<file path="src/sv/ssr_pkg.sv">
`timescale 1ns / 1ps
// ----------------------------------------------------------------------------
// ssr_pkg
// Types and codes shared by the seven-segment LED renderer modules.
// ----------------------------------------------------------------------------
package ssr_pkg;

  // Input item opcodes
  localparam logic OP_WRITE  = 1'b0;
  localparam logic OP_RENDER = 1'b1;

  // Draw modes
  localparam logic [1:0] DRAW_ALL   = 2'd0;
  localparam logic [1:0] DRAW_LIT   = 2'd1;
  localparam logic [1:0] DRAW_UNLIT = 2'd2;

  // Segment numbers, A is bit 0 of the pattern
  localparam logic [2:0] SEG_A    = 3'd0;
  localparam logic [2:0] SEG_B    = 3'd1;
  localparam logic [2:0] SEG_C    = 3'd2;
  localparam logic [2:0] SEG_D    = 3'd3;
  localparam logic [2:0] SEG_E    = 3'd4;
  localparam logic [2:0] SEG_F    = 3'd5;
  localparam logic [2:0] SEG_G    = 3'd6;
  localparam logic [2:0] SEG_NONE = 3'd7;

  // Configuration register indexes
  localparam int CFG_IDX_W  = 3;
  localparam int CFG_DATA_W = 24;
  localparam logic [CFG_IDX_W-1:0] CFG_SEGMENT_PATTERN  = 3'd0;
  localparam logic [CFG_IDX_W-1:0] CFG_DRAW_MODE        = 3'd1;
  localparam logic [CFG_IDX_W-1:0] CFG_PAINT_BACKGROUND = 3'd2;
  localparam logic [CFG_IDX_W-1:0] CFG_BACKGROUND_COLOR = 3'd3;
  localparam logic [CFG_IDX_W-1:0] CFG_ROW_OFFSET       = 3'd4;
  localparam logic [CFG_IDX_W-1:0] CFG_COLUMN_OFFSET    = 3'd5;

  typedef struct packed {
    logic        op;
    logic [7:0]  row;
    logic [7:0]  column;
    logic        lit_store;
    logic [23:0] write_color;
  } in_item_t;

  typedef struct packed {
    logic        emit;
    logic [15:0] pixel_x;
    logic [15:0] pixel_y;
    logic [23:0] pixel_color;
  } out_item_t;

  // Decoded item leaving the locate stage
  typedef struct packed {
    logic        op;
    logic [2:0]  seg;
    logic        lit_store;
    logic [23:0] write_color;
    logic [15:0] pixel_x;
    logic [15:0] pixel_y;
  } dec_t;

  // Draw decision leaving the store-access stage
  typedef struct packed {
    logic        draw;
    logic        use_bg;
    logic        use_lit;
    logic [15:0] pixel_x;
    logic [15:0] pixel_y;
  } pick_t;

endpackage

</file>
<file path="src/sv/ssr_ram.sv">
`timescale 1ns / 1ps
// ----------------------------------------------------------------------------
// ssr_ram
// Generic single-write, single-read RAM with registered read data.
// ----------------------------------------------------------------------------
module ssr_ram #(
  parameter int WIDTH = 24,
  parameter int DEPTH = 28
) (
  input  logic                     clk,
  input  logic                     we,
  input  logic [$clog2(DEPTH)-1:0] waddr,
  input  logic [WIDTH-1:0]         wdata,
  input  logic                     re,
  input  logic [$clog2(DEPTH)-1:0] raddr,
  output logic [WIDTH-1:0]         rdata
);

  logic [WIDTH-1:0] mem [DEPTH];

  always_ff @(posedge clk) begin
    if (we) begin
      mem[waddr] <= wdata;
    end
    if (re) begin
      rdata <= mem[raddr];
    end
  end

endmodule

</file>
<file path="src/sv/ssr_decode.sv">
`timescale 1ns / 1ps
// ----------------------------------------------------------------------------
// ssr_decode
// Input register and segment locate stage: grid position to segment, store
// index and offset pixel coordinates.
// ----------------------------------------------------------------------------
module ssr_decode #(
  parameter int LEDS_PER_SEGMENT = 4
) (
  input  logic                                 clk,
  input  logic                                 advance,
  input  ssr_pkg::in_item_t                    in_item,
  input  logic [15:0]                          row_offset,
  input  logic [15:0]                          column_offset,
  output ssr_pkg::dec_t                        dec,
  output logic [$clog2(7*LEDS_PER_SEGMENT)-1:0] idx
);
  import ssr_pkg::*;

  localparam int IW = $clog2(7*LEDS_PER_SEGMENT);
  localparam int PW = (LEDS_PER_SEGMENT > 1) ? $clog2(LEDS_PER_SEGMENT) : 1;
  localparam logic [7:0] LEN     = 8'(LEDS_PER_SEGMENT);
  localparam logic [7:0] MIDDLE  = 8'(LEDS_PER_SEGMENT + 1);
  localparam logic [7:0] LOWER   = 8'(LEDS_PER_SEGMENT + 2);
  localparam logic [7:0] BOTTOM  = 8'(2*LEDS_PER_SEGMENT + 2);

  in_item_t       s1;
  logic [2:0]     seg;
  logic [7:0]     pos_full;
  logic [PW-1:0]  pos;
  logic [IW-1:0]  idx_next;

  always_ff @(posedge clk) begin
    if (advance) begin
      s1 <= in_item;
    end
  end

  always_comb begin
    seg = SEG_NONE;
    if (s1.row <= BOTTOM) begin
      if (s1.row == 8'd0 || s1.row == MIDDLE || s1.row == BOTTOM) begin
        if (s1.column >= 8'd1 && s1.column <= LEN) begin
          if (s1.row == 8'd0) begin
            seg = SEG_A;
          end else if (s1.row == MIDDLE) begin
            seg = SEG_G;
          end else begin
            seg = SEG_D;
          end
        end
      end else if (s1.column == 8'd0) begin
        seg = (s1.row < MIDDLE) ? SEG_F : SEG_E;
      end else if (s1.column == MIDDLE) begin
        seg = (s1.row < MIDDLE) ? SEG_B : SEG_C;
      end
    end
  end

  always_comb begin
    case (seg)
      SEG_A, SEG_D, SEG_G: pos_full = s1.column - 8'd1;
      SEG_B, SEG_F:        pos_full = s1.row - 8'd1;
      default:             pos_full = s1.row - LOWER;
    endcase
    pos      = pos_full[PW-1:0];
    idx_next = IW'(seg) * IW'(LEDS_PER_SEGMENT) + IW'(pos);
  end

  always_ff @(posedge clk) begin
    if (advance) begin
      dec.op          <= s1.op;
      dec.seg         <= seg;
      dec.lit_store   <= s1.lit_store;
      dec.write_color <= s1.write_color;
      dec.pixel_x     <= {8'd0, s1.column} + column_offset;
      dec.pixel_y     <= {8'd0, s1.row} + row_offset;
      idx             <= idx_next;
    end
  end

endmodule

</file>
<file path="src/sv/ssr_color.sv">
`timescale 1ns / 1ps
// ----------------------------------------------------------------------------
// ssr_color
// Colour store stage and colour select: writes the lit or unlit store, reads
// both for renders, applies pattern and draw mode, forms the result.
// ----------------------------------------------------------------------------
module ssr_color #(
  parameter int LEDS_PER_SEGMENT = 4
) (
  input  logic                                  clk,
  input  logic                                  advance,
  input  logic                                  dec_valid,
  input  ssr_pkg::dec_t                         dec,
  input  logic [$clog2(7*LEDS_PER_SEGMENT)-1:0] idx,
  input  logic [6:0]                            segment_pattern,
  input  logic [1:0]                            draw_mode,
  input  logic                                  paint_background,
  input  logic [23:0]                           background_color,
  output ssr_pkg::out_item_t                    result
);
  import ssr_pkg::*;

  localparam int DEPTH = 7*LEDS_PER_SEGMENT;

  logic        on_seg;
  logic        seg_on;
  logic        allowed;
  logic        wr;
  pick_t       pick_next;
  pick_t       pick;
  logic [23:0] lit_q;
  logic [23:0] unlit_q;
  logic [23:0] color;

  always_comb begin
    on_seg  = (dec.seg != SEG_NONE);
    seg_on  = segment_pattern[dec.seg];
    allowed = (draw_mode == DRAW_ALL) || (draw_mode == DRAW_LIT && seg_on) ||
              (draw_mode == DRAW_UNLIT && !seg_on);
    // store update happens once, on the cycle the transaction moves on
    wr      = advance && dec_valid && (dec.op == OP_WRITE) && on_seg;

    pick_next.use_bg  = !on_seg;
    pick_next.use_lit = seg_on;
    pick_next.draw    = (dec.op == OP_RENDER) &&
                        (on_seg ? allowed : paint_background);
    pick_next.pixel_x = dec.pixel_x;
    pick_next.pixel_y = dec.pixel_y;
  end

  ssr_ram #(.WIDTH(24), .DEPTH(DEPTH)) u_lit_ram (
    .clk   (clk),
    .we    (wr && dec.lit_store),
    .waddr (idx),
    .wdata (dec.write_color),
    .re    (advance),
    .raddr (idx),
    .rdata (lit_q)
  );

  ssr_ram #(.WIDTH(24), .DEPTH(DEPTH)) u_unlit_ram (
    .clk   (clk),
    .we    (wr && !dec.lit_store),
    .waddr (idx),
    .wdata (dec.write_color),
    .re    (advance),
    .raddr (idx),
    .rdata (unlit_q)
  );

  always_ff @(posedge clk) begin
    if (advance) begin
      pick <= pick_next;
    end
  end

  always_comb begin
    if (pick.use_bg) begin
      color = background_color;
    end else begin
      color = pick.use_lit ? lit_q : unlit_q;
    end
    if (pick.draw) begin
      result.emit        = 1'b1;
      result.pixel_x     = pick.pixel_x;
      result.pixel_y     = pick.pixel_y;
      result.pixel_color = color;
    end else begin
      result = '0;
    end
  end

endmodule

</file>
<file path="src/sv/seven_segment_led_renderer.sv">
`timescale 1ns / 1ps
// Throughput: one transaction per clock; the four register stages (input,
// locate, colour store read, output) advance together and all hold on stall.
// Reset clears the stage valid flags and the configuration registers; the
// colour stores are not cleared and must be written before being rendered.
// ----------------------------------------------------------------------------
// seven_segment_led_renderer
// Renders one seven-segment digit of LED strips onto a matrix, with lit and
// unlit colour stores per segment LED.
// ----------------------------------------------------------------------------
module seven_segment_led_renderer #(
  parameter int LEDS_PER_SEGMENT = 4
) (
  input  logic                                clk,
  input  logic                                rst,
  input  logic                                in_valid,
  output logic                                in_stall,
  input  ssr_pkg::in_item_t                   in_item,
  output logic                                out_valid,
  input  logic                                out_stall,
  output ssr_pkg::out_item_t                  out_item,
  input  logic                                cfg_write,
  input  logic [ssr_pkg::CFG_IDX_W-1:0]       cfg_index,
  input  logic [ssr_pkg::CFG_DATA_W-1:0]      cfg_data
);
  import ssr_pkg::*;

  localparam int IW = $clog2(7*LEDS_PER_SEGMENT);

  logic [6:0]  segment_pattern;
  logic [1:0]  draw_mode;
  logic        paint_background;
  logic [23:0] background_color;
  logic [15:0] row_offset;
  logic [15:0] column_offset;

  logic          advance;
  logic          v1;
  logic          v2;
  logic          v3;
  dec_t          dec;
  logic [IW-1:0] idx;
  out_item_t     result;

  always_ff @(posedge clk) begin
    if (rst) begin
      segment_pattern  <= '0;
      draw_mode        <= '0;
      paint_background <= 1'b0;
      background_color <= '0;
      row_offset       <= '0;
      column_offset    <= '0;
    end else if (cfg_write) begin
      case (cfg_index)
        CFG_SEGMENT_PATTERN:  segment_pattern  <= cfg_data[6:0];
        CFG_DRAW_MODE:        draw_mode        <= cfg_data[1:0];
        CFG_PAINT_BACKGROUND: paint_background <= cfg_data[0];
        CFG_BACKGROUND_COLOR: background_color <= cfg_data[23:0];
        CFG_ROW_OFFSET:       row_offset       <= cfg_data[15:0];
        CFG_COLUMN_OFFSET:    column_offset    <= cfg_data[15:0];
        default: ;
      endcase
    end
  end

  // whole pipe moves unless a finished result is held by the sink
  assign advance  = !out_valid || !out_stall;
  assign in_stall = !advance;

  always_ff @(posedge clk) begin
    if (rst) begin
      v1        <= 1'b0;
      v2        <= 1'b0;
      v3        <= 1'b0;
      out_valid <= 1'b0;
    end else if (advance) begin
      v1        <= in_valid;
      v2        <= v1;
      v3        <= v2;
      out_valid <= v3;
    end
  end

  ssr_decode #(.LEDS_PER_SEGMENT(LEDS_PER_SEGMENT)) u_decode (
    .clk           (clk),
    .advance       (advance),
    .in_item       (in_item),
    .row_offset    (row_offset),
    .column_offset (column_offset),
    .dec           (dec),
    .idx           (idx)
  );

  ssr_color #(.LEDS_PER_SEGMENT(LEDS_PER_SEGMENT)) u_color (
    .clk              (clk),
    .advance          (advance),
    .dec_valid        (v2),
    .dec              (dec),
    .idx              (idx),
    .segment_pattern  (segment_pattern),
    .draw_mode        (draw_mode),
    .paint_background (paint_background),
    .background_color (background_color),
    .result           (result)
  );

  always_ff @(posedge clk) begin
    if (advance) begin
      out_item <= result;
    end
  end

endmodule

</file>
<file path="config.mk">
export PLATFORM = sky130hd
export DESIGN_NAME = seven_segment_led_renderer
export DESIGN_NICKNAME = d
export VERILOG_FILES = /design/src/sv/ssr_pkg.sv /design/src/sv/ssr_ram.sv /design/src/sv/ssr_decode.sv /design/src/sv/ssr_color.sv /design/src/sv/seven_segment_led_renderer.sv
export SDC_FILE = /design/constraint.sdc
export NUM_CORES = 2
export LEC_CHECK = 0
export ABC_AREA = 1
export BUFFER_PORTS_ARGS = -buffer_cell sky130_fd_sc_hd__buf_2
export CORE_MARGIN = 2
export CORE_UTILIZATION = 42
export CTS_CLUSTER_DIAMETER = 150
export CTS_CLUSTER_SIZE = 28
export DETAILED_ROUTE_END_ITERATION = 10
export HOLD_SLACK_MARGIN = 0.1
export PLACE_DENSITY = 0.62
export SYNTH_ARGS = -nofsm -noshare
export SYNTH_HDL_FRONTEND = slang
export SYNTH_SLANG_ARGS = --single-unit
</file>
<file path="constraint.sdc">
create_clock -name clk -period 10.35 [get_ports clk]
set_input_delay 0 -clock clk [delete_from_list [all_inputs] [get_ports clk]]
set_output_delay 0 -clock clk [all_outputs]
set_load 0.1 [all_outputs]
</file>
==> impl_metrics.toml <==
[placement]
gp_congestion = 0.811
numPlacedInstances = 5824
place_ws_ns = 6.31
place_area_um2 = 64900
dp_hpwl_um = 90000
portBuffers = 132

[synthesis]
seq_area_frac_synth = 0.798
ys_top_cells_by_area = "edfxtp_1 78%, a22oi_1 8.0%, a21oi_1 2.6%, nand2_1 2.4%, dfxtp_1 2.3%"
synthCells = 3879
syn-num-nets = 3971
synth.distinct_cells = 37
ys_seq_elements = 1659
syn_area_per_cell_um2 = 15.9
synth_warnings = 0
synth_edf_count = 1589
synthFlopType = "edfxtp_1"
netlist_area_um2 = 61500
ys_async_sr_fraction = 0
synth_top_area_frac = 0.776
synth_area_leader_cell = "edfxtp_1"

[route]
wl_um = 167000
first_iter_violations = 4385
postRouteAntennaNets = 0
wl_per_cell_um = 27.6
drcViolationCount = 0
vias = 35426
viasPerCell = 5.86
drtPass1Iterations = 6

[sta]
max_freq_ghz = 0.244
whs_ns = 0.147
worst_slack_ns = 6.24
slew_headroom = 0.223
setup_viol = 0
drv_slew = 0
rsz0062_at_grt = "no"
hold_viol = 0
finalCritPeriodShare = 0.397
worstMarginPinSlew_ns = 1.16
fin_worst_skew_ns = 0.0405
min_period_ns = 4.11
tns_ns = 0

[cts]
cts_buffers = 69
cts_buffer_depth = 3
cts_tree = "done"
clock_latency_ns = 0.73
clock_sinks = 1659
h-tree-depth = 3
clk_root_buffer_cell = "clkbuf_16"
clk_pin_slew_ns = 0.10

[layout]
fin_util = 0.468
fin_cells = 6049
fin_nets = 4206
drive_gt1_frac = 0.104
fill_cells = 12288
area_growth_pct = 10.8
design_area_um2 = 68200

[critical_path]
critPathKind = "reg -> reg"
worstPathArrival_ns = 4.55
cp-end-kind = "flop"
crit_path_start_kind = "flop"
worstPathMaxFanout = 145
critPathRequiredTime_ns = 10.80

[global_route]
antenna_found_initial = 17
grtUsageTotal = 0.218
grt_pass1_vias = 34088
grt_overflow = 0
grt_pass1_wl_um = 240000
grt_max_degree = 152

[floorplan]
die_y_um = 387
dieArea_um2 = 150000
row_count = 140
start_util = 0.423
core_um2 = 146000
ios = 133
die_x_um = 387

[power_and_ir_drop]
ir_drop_v = 0.000155
total_power_mw = 11.3
p_per_area_nw_per_um2 = 166
p_leak_nw = 22.4

[outcome]
status = "complete, no violations"

[min_path]
hp-class = "in -> reg"

[flow_run]
maxCapViolCount = 0
==> sequential cells by signal, summed over array words and instances (netlist names), 2 cells and up <==
name                       flops
u_color.u_unlit_ram.rdata     24
segment_pattern                7
row_offset                    16
u_decode.idx                   5
u_color.u_lit_ram.mem        672
background_color              24
u_color.pick                  35
u_color.u_unlit_ram.mem      672
u_color.u_lit_ram.rdata       24
out_item                      57
draw_mode                      2
u_decode.dec                  58
u_decode.s1                   42
column_offset                 16
==> cell usage after synthesis, types with 16 or more instances <==
master	number
edfxtp_1	1589
a22oi_1	656
nand2_1	392
a21oi_1	319
inv_1	166
clkbuf_1	128
nor2_1	92
nor3_1	86
dfxtp_1	70
buf_2	68
a211oi_1	41
nand4_1	33
o21ai_0	33
nor4_1	30
buf_1	27
nand3_1	27
mux2_2	24
xor2_1	19
a31oi_1	16
ha_1	16
==> metal layers <==
layer | up-vias | track usage | part of all wire
li1 | 15451 | - | -
met1 | 18140 | 0.305 | 0.40
met2 | 1582 | 0.355 | 0.48
met3 | 249 | 0.0311 | 0.082
met4 | 4 | 0.0692 | 0.034
met5 | - | 0 | 0.00019
==> critical path: stages (launching register included) <==
cell and delay [ns]:
edfxtp_1 0.44, inv_1 0.11, nand2_1 0.60, inv_8 0.51, buf_4 0.61, a22oi_1 0.28, nand2_1 0.09, a211oi_1 0.96
nand2_1 0.10
==> power breakdown <==
group          internal [mW]  leakage, nW  switching (mW)  total (mW)
Sequential              7.43         15.4          0.0509        7.48
Combinational          0.167         6.09           0.446       0.613
Clock                   1.27        0.921            1.98        3.25
Total                   8.87         22.4            2.48        11.3
==> layout by cell type (no fill, tap or decap), types with 38 or more instances in the layout <==
cell and instances:
clkbuf_16 71, nor3_1 38, nor2_1 82, buf_4 118
dfxtp_1 70, dlygate4sd3_1 136, buf_2 132, a211oi_1 41
nor3_2 48, inv_1 166, a21oi_1 319, a22oi_1 656
nand2_1 385, edfxtp_1 1589
==> what timing repair did <==
action                    in CTS  in global routing
hold endpoints to repair     146                  0
buffers inserted               0                  0
resized for setup              0                  0
hold buffers                 136                  0
==> layout make-up <==
cell class	count	area [um2]	share of cell area
Clock buffer	81	1810	0.0266
Antenna cell	3	7.51	0.000110
Timing Repair Buffer	388	2950	0.0432
Tap cell	1917	2400	0.0352
Clock inverter	5	80.1	0.00117
Multi-Input combinational cell	1826	11200	0.164
Sequential cell	1659	49100	0.720
Inverter	170	653	0.00958
==> cells by family after synthesis <==
family,synth area share
xor gates and xnor gates,0.00399
muxes,0.00439
and+or+nand+nor,0.0479
DFF,0.798
AOI/OAI and AO/OA,0.116
adders and majority gates,0.00390
buffers and inverters,0.0255
==> worst paths after layout <==
path              startpoint  slack, ns                    endpoint  cells past startpoint
min             cfg_data[19]       0.15        background_color[19]                      4
max          u_decode.idx[0]       6.24  u_color.u_lit_ram.rdata[5]                      8
max reg2reg  u_decode.idx[0]       6.24  u_color.u_lit_ram.rdata[5]                      8
min reg2reg  u_decode.s1[41]       0.42            u_decode.dec[60]                      0
No activity file was read; power rests on OpenSTA's default activity.
